==> src/fpa_pkg.sv <==
// fpa_pkg: shared types, constants and action codes of the fixed-point alu
// used by every module under src; no dependencies
package fpa_pkg;

  localparam int unsigned FracBits = 8;
  localparam int unsigned WordBits = 32;
  localparam int unsigned MagBits  = WordBits;
  localparam int unsigned NumBits  = MagBits + FracBits;
  localparam int unsigned NumCells = NumBits;

  typedef enum logic [3:0] {
    ActAdd     = 4'd0,
    ActSub     = 4'd1,
    ActMul     = 4'd2,
    ActDiv     = 4'd3,
    ActGt      = 4'd4,
    ActLt      = 4'd5,
    ActGe      = 4'd6,
    ActLe      = 4'd7,
    ActEq      = 4'd8,
    ActNe      = 4'd9,
    ActMin     = 4'd10,
    ActMax     = 4'd11,
    ActInc     = 4'd12,
    ActDec     = 4'd13,
    ActFromInt = 4'd14,
    ActToInt   = 4'd15
  } action_e;

  // item travelling down the cell chain
  typedef struct packed {
    logic                        valid;
    logic                        is_div;
    logic                        dz;
    logic                        neg;
    logic signed [WordBits+1:0]  val;
    logic                        cmp;
    logic [NumBits-1:0]          num;
    logic [MagBits:0]            rem;
    logic [MagBits-1:0]          den;
  } cell_t;

endpackage

==> src/fpa_back.sv <==
// fpa_back: rounds the quotient, applies sign, clamps to the word range and
// registers the result item; uses fpa_pkg
module fpa_back (
  input  logic                                 clk_i,
  input  logic                                 rst_ni,
  input  fpa_pkg::cell_t                       cell_i,
  output logic                                 done_o,
  output logic signed [fpa_pkg::WordBits-1:0]  result_o,
  output logic                                 compare_true_o,
  output logic                                 overflow_o,
  output logic                                 divide_by_zero_o
);

  localparam int unsigned W = fpa_pkg::WordBits;
  localparam int unsigned M = fpa_pkg::MagBits;
  localparam int unsigned N = fpa_pkg::NumBits;

  logic done_q;
  logic signed [W-1:0] res_d, res_q;
  logic cmp_q, ovf_d, ovf_q, dz_d, dz_q;
  logic [N:0] q_r;
  logic [M+1:0] rem_x, half_x;
  logic signed [N+1:0] sv;
  logic signed [N+1:0] hi, lo;

  always_comb begin
    rem_x  = {1'b0, cell_i.rem};
    half_x = {2'b0, cell_i.den} - rem_x;
    q_r    = {1'b0, cell_i.num} + (N+1)'(rem_x >= half_x);
    hi     = (N+2)'(2**(W-1) - 1);
    lo     = -hi - 1;
    if (cell_i.is_div && !cell_i.dz) begin
      sv = cell_i.neg ? -$signed({1'b0, q_r}) : $signed({1'b0, q_r});
    end else begin
      sv = (N+2)'(cell_i.val);
    end
    dz_d  = cell_i.is_div && cell_i.dz;
    ovf_d = 1'b0;
    if (cell_i.dz) begin
      res_d = '0;
    end else if (sv > hi) begin
      res_d = hi[W-1:0];
      ovf_d = 1'b1;
    end else if (sv < lo) begin
      res_d = lo[W-1:0];
      ovf_d = 1'b1;
    end else begin
      res_d = sv[W-1:0];
    end
  end

  always_ff @(posedge clk_i or negedge rst_ni) begin
    if (!rst_ni) begin
      done_q <= 1'b0;
    end else begin
      done_q <= cell_i.valid;
    end
  end

  always_ff @(posedge clk_i) begin
    res_q <= res_d;
    cmp_q <= cell_i.cmp;
    ovf_q <= ovf_d;
    dz_q  <= dz_d;
  end

  assign done_o           = done_q;
  assign result_o         = res_q;
  assign compare_true_o   = cmp_q;
  assign overflow_o       = ovf_q;
  assign divide_by_zero_o = dz_q;

endmodule

==> config.mk <==
export PLATFORM = sky130hd
export DESIGN_NAME = fpa_back
export DESIGN_NICKNAME = d
export VERILOG_FILES = /design/src/fpa_pkg.sv /design/src/fpa_back.sv
export SDC_FILE = /design/constraint.sdc
export NUM_CORES = 1
export LEC_CHECK = 0
export BUFFER_PORTS_ARGS = -buffer_cell sky130_fd_sc_hd__buf_2
export CAP_MARGIN = 20
export CORE_UTILIZATION = 50
export CTS_CLUSTER_SIZE = 8
export DETAILED_ROUTE_END_ITERATION = 6
export PLACE_DENSITY = 0.77
export RECOVER_POWER = 50
export SETUP_SLACK_MARGIN = 0.2
export SLEW_MARGIN = 5
export SYNTH_ARGS = -nofsm -noshare
export SYNTH_HDL_FRONTEND = slang
export SYNTH_SLANG_ARGS = --single-unit
==> constraint.sdc <==
create_clock -name clk_i -period 0.8 [get_ports clk_i]
set_clock_uncertainty 0.2 [all_clocks]
set_input_delay 0.16 -clock clk_i [delete_from_list [all_inputs] [get_ports clk_i]]
set_output_delay 0.16 -clock clk_i [all_outputs]
set_load 0.03 [all_outputs]
==> metrics.md, run 1 <==
| Metric | Value |
|---|---|
| Outcome | `aborted with a tool error` |
| Failed at | `global routing` |
| Log Error | `[ERROR GRT-0232] Routing congestion too high. Check the congestion heatmap in the GUI.` |
| Mapped Nets | `1082` |
| IO buf count | `181` |
| Synth cell types | `75` |
| CTS max path bufs | `2` |
| EDFF count, synth | `0` |
| YS warnings | `0` |
| Post-synthesis async set-or-reset flop share | `2.78%` |
| Root Buffer | `clkbuf_16` |
| Area after DPL | `9820 um^2` |
| Die width | `115 um` |
| Seq/Total Area, Yosys | `11.5%` |
| Post-synth top cells | `ha_1, xnor2_1, nor2_1, a21oi_1` |
| Dpl ws | `-7.79 ns` |
| H-tree levels | `2` |
| Gp weighted congestion | `0.990` |
| Final HPWL DP | `18.8 mm` |
| Num Clock Sinks | `36` |
| Total global routing overflow | `43` |
| Largest net degree at the start of global routing | `42` |
| Synthesized area per cell | `7.31 um^2` |
| GR repair worst EP | `result_o[10]$_SDFF_PP0_/D` |
| Rows | `40` |
| Cells after synthesis | `867` |
| CTS Buf Count | `5` |
| I/O Pins | `182` |
| Die height | `115 um` |
| WEP type | `register input` |
| Synth Flop Type | `dfxtp_1` |
| Leading area contributor after synthesis | `ha_1` |
| Starting Density | `52.1%` |
| Flops & latches, synth | `36` |
| Area fraction of the dominant cell type after synthesis | `13.4%` |
| Synth Cell Area | `6330 um^2` |
| Ranking of synthesized cells by area | `ha_1, dfxtp_1, xnor2_1, a21oi_1, xor2_1` |
| All-Layer GR Usage | `77.4%` |
| Most common cell in the synthesized netlist | `ha_1` |
## routing by layer
layer	GRT overflow	GRT usage, %
met5	0	35.3
met4	18	79.8
met3	0	67.0
met2	23	91.4
met1	2	75.3
## through the flow
| step | std cells | hold slack, ns |
|---|---|---|
| floorplan | 867 | -0.336 |
| global placement | 1476 | -0.265 |
| detailed placement | 1476 | -0.263 |
| CTS | 1507 | -0.217 |
## logic make-up after synthesis
logic type / Yosys count / synth area share (%)
buffers and inverters: 96 / 6.38
DFF: 36 / 11.5
AOI/OAI and AO/OA: 233 / 24.3
muxes: 16 / 2.53
adders and majority gates: 69 / 13.7
and+or+nand+nor: 318 / 27.9
xor gates and xnor gates: 99 / 13.7
## what timing repair did
action | in CTS
endpoints found under the setup margin | 70
setup buffers | 18
resized for setup | 132
hold endpoints to repair | 18
cloned | 4
pin swaps | 12
hold buffers | 1
==> run 2: changes to the inputs <==
- CORE_UTILIZATION: 50 -> 35
- CTS_CLUSTER_SIZE: 8 -> default
- PLACE_DENSITY: 0.77 -> default
- PLACE_DENSITY_LB_ADDON: default -> 0.15
- SETUP_SLACK_MARGIN: 0.2 -> default
==> run 2 against run 1 <==
  * Synthesized cell count unchanged
  * The flow now finishes, with violations (negative hold slack, negative setup slack)
  * Area after synthesis unchanged
==> metrics.md, run 2 <==
| Metric | Value |
|---|---|
| Outcome | `finished, violations left (was aborted with a tool error)` |
| Failing checks | `negative hold slack, negative setup slack` |
| Total global routing overflow | `0` |
| Num Clock Sinks | `36 (unchanged)` |
| Unrepaired setup endpoints after global routing | `true` |
| Final min period | `8.15 ns` |
| Maxcap violations | `0` |
| Flops & latches, synth | `36 (unchanged)` |
| Die height | `137 um (was 115 um)` |
| Number of flip-flops under the largest register name | `32` |
| Die width | `137 um (was 115 um)` |
| Starting Density | `36.2% (was 52.1%)` |
| Detailed-route wire length per cell | `13.8 um` |
| DR iter-0 viols | `314` |
| Most common cell in the synthesized netlist | `ha_1 (unchanged)` |
| Avg Vias per Cell | `5.03` |
| CTS tree | `done` |
| Die Area | `18600 um^2` |
| Crit path DAT | `8.15 ns` |
| Synth cell types | `75 (unchanged)` |
| Register area | `771 um^2` |
| Hold path start | `cell_i[105]` |
| Fin worst setup slack | `-7.35 ns` |
| Final core utilization | `61.2%` |
| Share of layout cells above drive strength 1 | `47.6%` |
| Synth Flop Type | `dfxtp_1 (unchanged)` |
| Gp weighted congestion | `0.867 (was 0.990)` |
| Drt pass-1 iters | `4` |
| CTS Buf Count | `5 (unchanged)` |
| Multi-input logic area | `5530 um^2` |
| Crit path launch type | `primary input` |
| Final Hold Viols | `31` |
| Worst path max stage delay | `0.55 ns` |
| First-pass GRT wire length | `35.6 mm` |
| Final HPWL DP | `18.2 mm (was 18.8 mm)` |
| IO buf count | `181 (unchanged)` |
| All-Layer GR Usage | `23.5%` |
| Area fraction of the dominant cell type after synthesis | `13.4% (unchanged)` |
| Core ar. | `17500 um^2` |
| Cell area after layout | `10700 um^2` |
| Hold Path Stages | `1` |
| VDD IR-drop max | `1690 uV` |
| Max stage delay cell, worst path | `or4b_4` |
| CP bufs+invs | `5` |
| Vias | `7948` |
| # setup viols final | `69` |
| Leading area contributor after synthesis | `ha_1 (unchanged)` |
| P per Cell Area | `972 nW/um^2` |
| FMAX | `123 MHz` |
| Top cell family by delay on the critical path | `compound AO/OA/AOI/OAI gates` |
| Rows | `48 (was 40)` |
| HP Class | `in -> reg` |
| Slew @ Worst Pin | `0.575 ns` |
| YS warnings | `0 (unchanged)` |
| Synthesized area per cell | `7.31 um^2 (unchanged)` |
| Cell mode on critical path | `ha_4` |
| CTS max path bufs | `2 (unchanged)` |
| Slew Limit Headroom | `61.3%` |
| Most common cell after layout, fill and taps aside | `buf_4` |
| Area after DPL | `9900 um^2 (was 9820 um^2)` |
| Mapped Nets | `1082 (unchanged)` |
| Power, Total | `10.4 mW` |
| Largest net degree at the start of global routing | `42` |
| Leakage power | `5.11 nW` |
| Post-synth top cells | `ha_1, xnor2_1, nor2_1, a21oi_1 (unchanged)` |
| H-tree levels | `2 (unchanged)` |
| Final hold slack | `-0.218 ns` |
| Filler cells | `1604` |
| Max-slew violation count | `0` |
| Routed Antenna Nets | `0` |
| Worst-path clk slew | `0.05 ns` |
| Seq/Total Area, Yosys | `11.5% (unchanged)` |
| I/O Pins | `182 (unchanged)` |
| Post-CTS Hold Buffers | `1 (unchanged)` |
| Nets | `1563` |
| Vias in the first global route | `7792` |
| Worst Path Max Fanout | `16` |
| Hold path endpoint | `compare_true_o` |
| Period utilization | `1020%` |
| Final wirelength | `21.8 mm` |
| WP data required | `0.81 ns` |
| Cells after synthesis | `867 (unchanged)` |
| EDFF count, synth | `0 (unchanged)` |
| Post-synthesis async set-or-reset flop share | `2.78% (unchanged)` |
| WS Path Type | `in -> reg` |
| Area grow syn2layout | `68.9%` |
| Ranking of synthesized cells by area | `ha_1, dfxtp_1, xnor2_1, a21oi_1, xor2_1 (unchanged)` |
| DRC Markers | `0` |
| Critical Path Sink Type | `flip-flop` |
| Synth Cell Area | `6330 um^2 (unchanged)` |
| Initial antenna violation count | `9` |
| Root Buffer | `clkbuf_16 (unchanged)` |
| Most frequent cells in the layout | `buf_4, buf_2, xnor2_1` |
[run 2: stage by stage]
| stage | instances | setup TNS [ns] | worst slack [ns] |
|---|---|---|---|
| floorplan | 867 | -229.65 | -6.99 |
| global placement | 1543 | -249.24 | -7.56 |
| detailed placement | 1543 | -253.43 | -7.70 |
| CTS | 1568 | -247.90 | -7.26 |
| global route | 1576 | -265.51 | -7.80 |
| finish | 1581 | -250.23 | -7.35 |
[run 2: report_power, final]
group	internal (mW)	total (mW)	leakage, nW	switching (mW)
Combinational	3.30	6.35	4.73	3.05
Sequential	2.03	2.12	0.310	0.0902
Clock	1.24	1.93	0.0712	0.694
[run 2: kinds of logic (layout without fill, tap and decap cells)]
family	count (synthesis)	after routing	synth area share (%)
other	0	7	0
AO/OA/AOI/OAI	233	233	24.3
adder cells (fa/ha/maj)	69	69	13.7
AND/OR/NAND/NOR	318	318	27.9
flip-flops	36	36	11.5
XOR/XNOR	99	99	13.7
buffers and inverters	96	578	6.38
multiplexers	16	16	2.53
[run 2: how the worst max path moves through the flow]
stage / from / endpoint / cells past startpoint
finish: cell_i[0] / result_o[14] / 40
CTS: cell_i[0] / result_o[15] / 40
floorplan: cell_i[0] / result_o[16] / 38
global route: cell_i[0] / result_o[5] / 41
detailed placement: cell_i[0] / result_o[6] / 41
global placement: cell_i[0] / result_o[15] / 40
[run 2: layer usage]
metal  track usage, %  share of wire (%)  wire (um)  vias to the layer above
li1                 -                  -          -                     4152
met1             28.9                 44       9680                     3571
met2             42.5                 48      10500                      190
met3             3.11                6.0       1310                       31
met4             6.05                1.7        372                        4
met5                0               0.10         22                        -
[run 2: area by class of cell]
type	count	area share, %
inverter	56	2.10
timing repair buffer	514	34.8
multi-input combinational	735	51.7
sequential	36	7.20
antenna	7	0.164
tap	225	2.63
clock buffer	8	1.37
[run 2: repair_timing]
item,CTS,global route
hold endpoints to repair,35,21
gates cloned,2,0
setup endpoints to repair,69,69
resized for setup,108,26
pin swaps,5,11
setup buffers,14,6
(Power assumes the default switching activity.)
