===== src/fpa_pkg.sv =====
// fpa_pkg: shared types, constants and action codes of the fixed-point alu
// used by every module under src; no dependencies
package fpa_pkg;

  localparam int unsigned FracBits = 8;
  localparam int unsigned WordBits = 32;
  localparam int unsigned MagBits  = WordBits;
  localparam int unsigned NumBits  = MagBits + FracBits;
  localparam int unsigned NumCells = NumBits;

  typedef enum logic [3:0] {
    ActAdd     = 4'd0,
    ActSub     = 4'd1,
    ActMul     = 4'd2,
    ActDiv     = 4'd3,
    ActGt      = 4'd4,
    ActLt      = 4'd5,
    ActGe      = 4'd6,
    ActLe      = 4'd7,
    ActEq      = 4'd8,
    ActNe      = 4'd9,
    ActMin     = 4'd10,
    ActMax     = 4'd11,
    ActInc     = 4'd12,
    ActDec     = 4'd13,
    ActFromInt = 4'd14,
    ActToInt   = 4'd15
  } action_e;

  // item travelling down the cell chain
  typedef struct packed {
    logic                        valid;
    logic                        is_div;
    logic                        dz;
    logic                        neg;
    logic signed [WordBits+1:0]  val;
    logic                        cmp;
    logic [NumBits-1:0]          num;
    logic [MagBits:0]            rem;
    logic [MagBits-1:0]          den;
  } cell_t;

endpackage


===== src/fpa_cell.sv =====
// fpa_cell: one restoring-division step, one quotient bit per cell,
// other items pass through unchanged; uses fpa_pkg
module fpa_cell (
  input  logic           clk_i,
  input  logic           rst_ni,
  input  fpa_pkg::cell_t cell_i,
  output fpa_pkg::cell_t cell_o
);

  localparam int unsigned M = fpa_pkg::MagBits;
  localparam int unsigned N = fpa_pkg::NumBits;

  fpa_pkg::cell_t cell_d, cell_q;
  logic [M+1:0] trial;
  logic [M+1:0] shifted;

  always_comb begin
    cell_d  = cell_i;
    shifted = {cell_i.rem, cell_i.num[N-1]};
    trial   = shifted - {2'b0, cell_i.den};
    if (cell_i.is_div) begin
      if (!trial[M+1]) begin
        cell_d.rem = trial[M:0];
        cell_d.num = {cell_i.num[N-2:0], 1'b1};
      end else begin
        cell_d.rem = shifted[M:0];
        cell_d.num = {cell_i.num[N-2:0], 1'b0};
      end
    end
  end

  always_ff @(posedge clk_i or negedge rst_ni) begin
    if (!rst_ni) begin
      cell_q <= '0;
    end else begin
      cell_q <= cell_d;
    end
  end

  assign cell_o = cell_q;

endmodule


===== config.mk =====
export PLATFORM = sky130hd
export DESIGN_NAME = fpa_cell
export DESIGN_NICKNAME = d
export VERILOG_FILES = /design/src/fpa_pkg.sv /design/src/fpa_cell.sv
export SDC_FILE = /design/constraint.sdc
export NUM_CORES = 1
export LEC_CHECK = 0
export BUFFER_PORTS_ARGS = -buffer_cell sky130_fd_sc_hd__buf_4
export CAP_MARGIN = 20
export CORE_MARGIN = 10
export CORE_UTILIZATION = 45
export CTS_CLUSTER_SIZE = 30
export DETAILED_ROUTE_END_ITERATION = 10
export GPL_TIMING_DRIVEN = 1
export PLACE_DENSITY = 0.76
export SLEW_MARGIN = 20
export SYNTH_ARGS = -nofsm -noshare
export SYNTH_HDL_FRONTEND = slang
export SYNTH_SLANG_ARGS = --single-unit

===== constraint.sdc =====
create_clock -name clk_i -period 0.8 [get_ports clk_i]
set_clock_uncertainty 0.15 [all_clocks]
set_input_delay 0.12 -clock clk_i [delete_from_list [all_inputs] [get_ports clk_i]]
set_output_delay 0.12 -clock clk_i [all_outputs]
set_load 0.01 [all_outputs]

==> flow_metrics.py, run 1 <==
metrics = {
    "sta": {
        "timing.fmax_ghz": 0.398,
        "period_needed_ps": 2510,
        "slew_viol_final": 0,
        "relSlewSlack_pct": 71.3,
        "hold_ws_ps": -221,
        "rsz0062_at_grt": "yes",
        "hold_viol": 75,
        "finalWorstSetupSlack_ps": -1710,
        "fin_crit_sh_pct": 314,
        "tightest_slew_ps": 425,
        "setup_viol_count_final": 181,
    },
    "hold_path": {
        "min-delay-start": "cell_i[92]",
        "min_to": "cell_o[93]",
        "holdPathStages": 2,
        "hp-class": "in -> reg",
    },
    "clocking": {
        "h-tree-depth": 4,
        "clk_pin_slew_worst_paths_ps": 70,
        "cts_tree": "done",
        "cts_root_buf": "clkbuf_16",
        "cts_buffers": 17,
        "clock-sinks": 144,
        "cts.path.max_buffers": 2,
    },
    "global_routing": {
        "grt_util_met3_pct": 9.22,
        "busiest_layer": "met2",
        "grt_usage_pct": 30.5,
        "grt_start_max_net_pins": 39,
        "grt_pass1_vias": 7999,
        "use_met1_pct": 30.9,
        "grt_pass1_wl_um": 47300,
        "antenna_found_initial": 5,
        "use_met2_pct": 57.0,
        "overflow": 0,
    },
    "job": {
        "drv_cap": 0,
    },
    "logic_synthesis": {
        "synth_area_per_cell_um2": 11.1,
        "synth_edf_count": 0,
        "syn_inst": 611,
        "syn-num-nets": 790,
        "ys_types": 63,
        "synth_area_um2": 6810,
        "synth_common_cells": "dfrtp_1 (144), a21oi_1 (48), inv_1 (44)",
        "yosysMostFrequentCell": "dfrtp_1",
        "synth-seq-cells": 144,
        "yosys.area.top_type": "dfrtp_1",
        "ys.flop_type": "dfrtp_1",
        "synthTopCellsByArea": "dfrtp_1 (53%), mux2_2 (6.5%), ha_1 (5.9%)",
        "yosysSeqAreaShare_pct": 52.9,
        "async_flop_share_pct": 100,
        "yosysWarningCount": 0,
        "synth_top_area_share_pct": 52.9,
    },
    "power_and_ir_drop": {
        "leakagePower_nw": 6.41,
        "p_int_mw": 17.1,
        "irDropWorstVdd_v": 0.00208,
        "switching_share_pct": 30.3,
        "power_frac_clock_pct": 35.4,
        "p_sw_mw": 7.42,
        "power_frac_seq_pct": 33.5,
        "power_frac_comb_pct": 31.1,
        "power_mw": 24.5,
        "powerDensity_nw_per_um2": 1880,
    },
    "floorplan": {
        "die_area_um2": 20400,
        "core_um2": 14700,
        "die-width_um": 143,
        "die_h_um": 143,
        "ioPinCount": 290,
        "num_rows": 44,
        "initial_core_util_pct": 46.3,
    },
    "critical_path": {
        "worstSetupStartpoint": "cell_i[30]",
        "crit_type": "in -> reg",
        "arrival_ps": 2740,
        "endpoint_kind": "register",
        "crit_fanout": 6,
        "cp.required_ps": 1020,
        "startpoint_type": "primary input",
    },
    "finish": {
        "fillerInstances": 629,
        "nets": 1326,
        "utilization_pct": 88.8,
        "drive_above_1_share_pct": 52.3,
        "largest_reg_flops": 144,
        "area_delta_synth_final_pct": 91.7,
    },
    "routing": {
        "drtIter0Drc": 474,
        "route.final.wire_length_um": 35300,
        "viasPerCell": 5.59,
        "ant_nets": 0,
        "post-route-drc-count": 0,
        "vias": 7535,
        "post_drt_wl_per_cell_um": 26.2,
        "drt-pass1-iter-count": 5,
    },
    "outcome": {
        "violations": "negative hold slack, negative setup slack",
        "status": "finished, violations left",
    },
    "place": {
        "port_buffers": 289,
        "finalWeightedCongestion": 0.879,
        "dpl.hpwl_um": 20400,
    },
}
==> cell families (layout without fill, tap and decap cells) <==
group | count (synthesis) | in the layout | synth area share [%]
DFF | 144 | 144 | 52.9
xor gates and xnor gates | 22 | 22 | 2.83
buffers and inverters | 70 | 618 | 4.76
adders and majority gates | 33 | 33 | 6.18
muxes | 61 | 61 | 9.69
other | 0 | 5 | 0
AOI/OAI and AO/OA | 152 | 152 | 14.2
and+or+nand+nor | 129 | 129 | 9.36
==> metal layers <==
metal  vias up  wire length (um)
met3       121              3190
met5         -                 0
met4         0              1820
met1      3701             11700
met2       466             18600
li1       3247                 -
==> cell usage in the layout (no fill, tap or decap), types with 6 or more instances in the layout <==
cell type	count
a21o_1	11
a21oi_1	40
a21oi_4	6
a31oi_1	10
buf_12	9
buf_4	300
buf_6	155
clkbuf_16	18
dfrtp_1	144
dlygate4sd3_1	74
ha_1	22
ha_4	7
inv_1	35
mux2_4	34
mux2i_1	17
nand2_1	31
nand3_1	8
nor2_1	39
nor3_1	7
o21a_1	8
o21ai_0	18
o21ai_1	10
xnor2_1	16
xor2_1	6
==> worst max-delay path by stage <==
stage | to | slack [ps] | cells past startpoint
after floorplan | cell_o[41] | -1830 | 12
final | cell_o[32] | -1710 | 13
after CTS | cell_o[55] | -1590 | 14
after global routing | cell_o[32] | -1800 | 13
after global placement | cell_o[32] | -2120 | 12
after detailed placement | cell_o[49] | -2230 | 12
==> layout make-up <==
| cell class | instances | area, um2 | area share (%) |
|---|---|---|---|
| antenna | 5 | 12.5 | 0.0959 |
| clock buffer | 18 | 439 | 3.37 |
| clock inverter | 13 | 179 | 1.37 |
| inverter | 44 | 178 | 1.36 |
| multi-input combinational | 397 | 3390 | 26.0 |
| sequential | 144 | 3600 | 27.6 |
| tap | 184 | 230 | 1.76 |
| timing repair buffer | 543 | 5020 | 38.4 |
==> worst max-delay path: stages <==
cell,delay (ps)
buf_4,90
inv_1,40
ha_1,320
a21o_1,220
a21oi_2,180
and2_1,210
o21ai_0,100
or3_1,450
nor3b_4,260
buf_6,170
buf_12,150
mux2i_4,240
mux2_4,180
==> power groups by stage <==
stage	registers (mW)	clock network, mW	logic (mW)
floorplan	8.44	0	2.40
global placement	8.14	0	5.72
detailed placement	8.15	0	5.82
CTS	8.15	8.54	7.01
global route	8.24	8.93	8.01
finish	8.22	8.67	7.61
==> metrics by stage <==
step	std cells	hold slack, ps	setup slack (ps)	area, um2	setup TNS [ps]
3_3_place_gp	1219	-190	-2120	10600	-81910
3_5_place_dp	1219	-190	-2230	10600	-84390
5_1_grt	1348	-227	-1800	13000	-121040
2_1_floorplan	611	-326	-1830	7120	-68250
4_1_cts	1341	-231	-1590	12900	-109390
6_report	1348	-221	-1710	13000	-114510
==> what timing repair did <==
action,CTS,global route
endpoints found under the setup margin,178,181
setup buffers,14,3
gates cloned,3,1
gates resized for setup,197,35
hold buffers,74,2
pin swaps,28,22
endpoints found under the hold margin,288,78
No activity file was read; power rests on OpenSTA's default activity.
==> run 2: changes to the inputs <==
- BUFFER_PORTS_ARGS: -buffer_cell sky130_fd_sc_hd__buf_4 -> not set
- DONT_BUFFER_PORTS: not set -> 1
- PLACE_DENSITY: 0.76 -> 0.63
==> flow_metrics.py, run 2 (same netlist as run 1, synthesis figures left out) <==
metrics = {
    "finish": {
        "final_common_cell": "dfrtp_1",
        "diodes": 0,
        "nets": 1042,
        "largest_reg_flops": 144,
        "final_cell_mix": "dfrtp_1 (136), buf_4 (123), dlygate4sd3_1 (92)",
        "area_delta_synth_final_pct": 54.7,
        "drive_above_1_share_pct": 33.1,
    },
    "critical_path": {
        "crit_family": "simple AND/OR/NAND/NOR gates",
        "crit_slowest_cell": "or4_4",
        "path_buf_inv": 3,
        "endpoint_kind": "register",
        "worstPathCellList": "inv_8 -> ha_4 -> a21oi_2 -> nor2_1 -> or4_4 -> or3_4 -> a21oi_4 -> nor3b_4 -> buf_6 -> buf_12 -> mux2i_4 -> mux2_4",
        "cp.depth": 12,
        "crit_type": "in -> reg",
        "startpoint_type": "primary input",
        "cp.required_ps": 960,
        "crit_fanout": 6,
        "cpPeakStageDelay_ps": 530,
        "arrival_ps": 2430,
    },
    "place": {
        "placement.setup.worst_slack_ps": -2140,
        "port_buffers": 0,
        "dpl.hpwl_um": 17000,
        "finalWeightedCongestion": 0.892,
    },
    "sta": {
        "period_needed_ps": 2270,
        "tightest_slew_ps": 450,
        "slew_viol_final": 0,
        "rsz0062_at_grt": "yes",
        "timing.fmax_ghz": 0.441,
        "fin_crit_sh_pct": 283,
        "hold_viol": 217,
        "relSlewSlack_pct": 69.7,
        "hold_ws_ps": -773,
        "setup_viol_count_final": 185,
        "finalWorstSetupSlack_ps": -1470,
    },
    "global_routing": {
        "antenna_found_initial": 0,
        "grt_start_max_net_pins": 145,
        "grt_usage_pct": 24.2,
        "grt_pass1_vias": 6286,
        "grt_pass1_wl_um": 37600,
        "overflow": 0,
    },
    "power_and_ir_drop": {
        "powerDensity_nw_per_um2": 2000,
        "leakagePower_nw": 5.09,
        "irDropWorstVdd_v": 0.00175,
    },
    "floorplan": {
        "die-width_um": 143,
        "die_area_um2": 20400,
        "core_um2": 14700,
        "die_h_um": 143,
        "num_rows": 44,
        "initial_core_util_pct": 46.3,
        "ioPinCount": 290,
    },
    "clocking": {
        "h-tree-depth": 4,
        "clk_pin_slew_worst_paths_ps": 70,
        "cts.path.max_buffers": 2,
        "cts_root_buf": "clkbuf_16",
        "cts_buffers": 17,
        "clock-sinks": 144,
        "cts_tree": "done",
    },
    "routing": {
        "post-route-drc-count": 0,
        "drt-pass1-iter-count": 5,
        "post_drt_wl_per_cell_um": 24.2,
        "ant_nets": 0,
        "drtIter0Drc": 306,
        "viasPerCell": 5.39,
        "vias": 5716,
        "route.final.wire_length_um": 25600,
    },
    "outcome": {
        "violations": "negative hold slack, negative setup slack",
        "status": "finished, violations left",
    },
    "hold_path": {
        "hp-class": "in -> async",
    },
    "job": {
        "drv_cap": 0,
    },
}
[run 2: worst paths after layout]
kind | from | end | slack [ps]
min in group clk_i | cell_i[142] | cell_o[142] | -400
hold / removal | rst_ni | cell_o[20] | -770
max in group asynchronous | rst_ni | cell_o[88] | 950
setup / recovery | cell_i[22] | cell_o[32] | -1470
[run 2: timing repair]
action | in CTS | in global routing
gates cloned | 2 | 0
pin swaps | 31 | 21
gates resized for setup | 77 | 68
hold buffers | 122 | 3
setup endpoints to repair | 178 | 211
setup buffers | 13 | 5
hold endpoints to repair | 288 | 218
[run 2: area by class of cell]
class                   count  area (um2)
well taps                 184         230
clock inverters            14         146
flip-flops and latches    144        3610
clock buffers              18         439
repair buffers            259        2440
fillers                  1013        4170
inverters                  44         198
multi-input cells         397        3460
[run 2: through the flow]
step | instance area [um2] | TNS, ps | cells | power (mW) | util, %
2_1_floorplan | 7120 | -68250 | 611 | 10.8 | -
3_3_place_gp | 7970 | -66870 | 884 | 12.0 | 54.2
3_5_place_dp | 7970 | -69950 | 884 | 12.0 | 54.2
4_1_cts | 10200 | -93080 | 1053 | 20.9 | 69.7
5_1_grt | 10500 | -98450 | 1060 | 22.0 | 71.7
6_report | 10500 | -91880 | 1060 | 21.1 | 71.7
[run 2: power breakdown]
| part | internal [mW] | total (mW) | switching (mW) |
|---|---|---|---|
| logic | 2.71 | 4.74 | 2.03 |
| clock network | 4.23 | 7.82 | 3.59 |
| registers | 7.86 | 8.55 | 0.689 |
[run 2: per-layer routing]
layer	vias to the layer above	global-route usage, %	wire length, um
met3	30	7.26	2080
met1	2807	25.6	9180
li1	2666	-	-
met5	-	0	0
met4	0	7.00	586
met2	213	45.2	13800
==> run 3: changes to the inputs <==
- CELL_PAD_IN_SITES_DETAIL_PLACEMENT: not set -> 0
- CELL_PAD_IN_SITES_GLOBAL_PLACEMENT: not set -> 1
- PLACE_DENSITY: 0.63 -> 0.79
==> flow_metrics.py, run 3 (same netlist as run 1, synthesis figures left out) <==
metrics = {
    "power_and_ir_drop": {
        "power_mw": 21.0,
        "p_sw_mw": 6.35,
        "power_frac_seq_pct": 40.6,
        "switching_share_pct": 30.2,
        "powerDensity_nw_per_um2": 2010,
        "power_frac_clock_pct": 36.9,
        "p_int_mw": 14.7,
        "power_frac_comb_pct": 22.5,
        "irDropWorstVdd_v": 0.00156,
        "leakagePower_nw": 5.04,
    },
    "routing": {
        "route.final.wire_length_um": 26000,
        "vias": 5780,
        "viasPerCell": 5.51,
        "drtIter0Drc": 276,
        "post_drt_wl_per_cell_um": 24.8,
        "drt-pass1-iter-count": 5,
        "ant_nets": 0,
        "post-route-drc-count": 0,
    },
    "sta": {
        "setup_viol_count_final": 180,
        "tightest_slew_ps": 365,
        "hold_ws_ps": -761,
        "timing.fmax_ghz": 0.444,
        "relSlewSlack_pct": 75.5,
        "rsz0062_at_grt": "yes",
        "fin_crit_sh_pct": 282,
        "slew_viol_final": 0,
        "period_needed_ps": 2250,
        "finalWorstSetupSlack_ps": -1450,
        "hold_viol": 215,
    },
    "floorplan": {
        "die-width_um": 143,
        "ioPinCount": 290,
        "initial_core_util_pct": 46.3,
        "die_area_um2": 20400,
        "core_um2": 14700,
        "num_rows": 44,
        "die_h_um": 143,
    },
    "finish": {
        "fillerInstances": 1017,
        "stdcell_area_um2": 10500,
        "utilization_pct": 71.2,
        "drive_above_1_share_pct": 33.4,
        "largest_reg_flops": 144,
        "nets": 1029,
        "area_delta_synth_final_pct": 53.7,
        "final_cell_mix": "dfrtp_1 (135), buf_4 (111), dlygate4sd3_1 (87)",
        "final_common_cell": "dfrtp_1",
    },
    "global_routing": {
        "grt_start_max_net_pins": 145,
        "grt_usage_pct": 24.0,
        "antenna_found_initial": 2,
        "overflow": 0,
        "grt_pass1_wl_um": 37500,
        "grt_pass1_vias": 6223,
    },
    "job": {
        "drv_cap": 0,
    },
    "critical_path": {
        "crit_fanout": 5,
        "crit_family": "simple AND/OR/NAND/NOR gates",
        "path_buf_inv": 2,
        "crit_slowest_cell": "or4_1",
        "arrival_ps": 2410,
        "startpoint_type": "primary input",
        "cpPeakStageDelay_ps": 460,
        "cp.required_ps": 960,
        "worstPathCellList": "ha_4 -> a21oi_4 -> o21ai_2 -> or4_1 -> or3_4 -> nand3_4 -> nor3b_4 -> buf_12 -> buf_4 -> mux2i_1 -> mux2_4",
        "crit_type": "in -> reg",
        "endpoint_kind": "register",
    },
    "clocking": {
        "cts.path.max_buffers": 2,
        "cts_root_buf": "clkbuf_16",
        "clk_pin_slew_worst_paths_ps": 70,
        "cts_tree": "done",
        "h-tree-depth": 4,
        "cts_hold_buf": 122,
        "cts_buffers": 17,
        "clock-sinks": 144,
    },
    "hold_path": {
        "hp-class": "in -> async",
    },
    "outcome": {
        "violations": "negative hold slack, negative setup slack",
        "status": "finished, violations left",
    },
    "place": {
        "dpl_cell_area_um2": 8010,
        "finalWeightedCongestion": 0.886,
        "dpl.hpwl_um": 17400,
        "port_buffers": 0,
    },
}
run 3: area by class of cell:
cell class / instances / area (um2) / area share [%]
Clock buffer: 17 / 425 / 4.07
Clock inverter: 15 / 148 / 1.41
Tap cell: 184 / 230 / 2.20
Antenna cell: 2 / 5.00 / 0.0478
Inverter: 44 / 181 / 1.73
Sequential cell: 144 / 3610 / 34.5
Timing Repair Buffer: 246 / 2350 / 22.5
Multi-Input combinational cell: 397 / 3510 / 33.5
run 3: metal layers:
metal  GRT usage, %  part of all wire [%]  vias to the layer above
met5              0                     0                        -
met4           9.17                   3.2                        0
met3           8.26                   9.2                       48
met2           42.9                    52                      242
met1           25.6                    36                     2850
li1               -                     -                     2640
run 3: final timing paths:
kind,cells after the start,to,slack (ps),start
worst max-delay path,11,cell_o[32],-1450,cell_i[47]
worst min-delay path,0,cell_o[19],-760,rst_ni
max in group asynchronous,0,cell_o[89],1050,rst_ni
min in group clk_i,0,cell_o[0],-420,cell_i[0]
run 3: timing repair:
action	4_1_cts	5_1_grt
endpoints found under the setup margin	178	214
resized for setup	69	77
pin swaps	51	30
buffers inserted	5	5
hold endpoints to repair	288	217
cloned	1	0
run 3: per-stage QoR:
| step | setup WS, ps | cells | setup TNS (ps) |
|---|---|---|---|
| 2_1_floorplan | -1830 | 611 | -68250 |
| 3_3_place_gp | -2090 | 883 | -67040 |
| 3_5_place_dp | -2140 | 883 | -68470 |
| 4_1_cts | -1450 | 1043 | -93800 |
| 5_1_grt | -1560 | 1049 | -98920 |
| 6_report | -1450 | 1049 | -91940 |
run 3: power groups by stage:
stage                     clock (mW)  sequential (mW)  combinational (mW)
after floorplan                    0             8.44                2.40
after global placement             0             8.66                3.42
after detailed placement           0             8.66                3.46
after CTS                       7.72             8.54                4.43
after global routing            8.17             8.58                5.13
final                           7.75             8.54                4.74
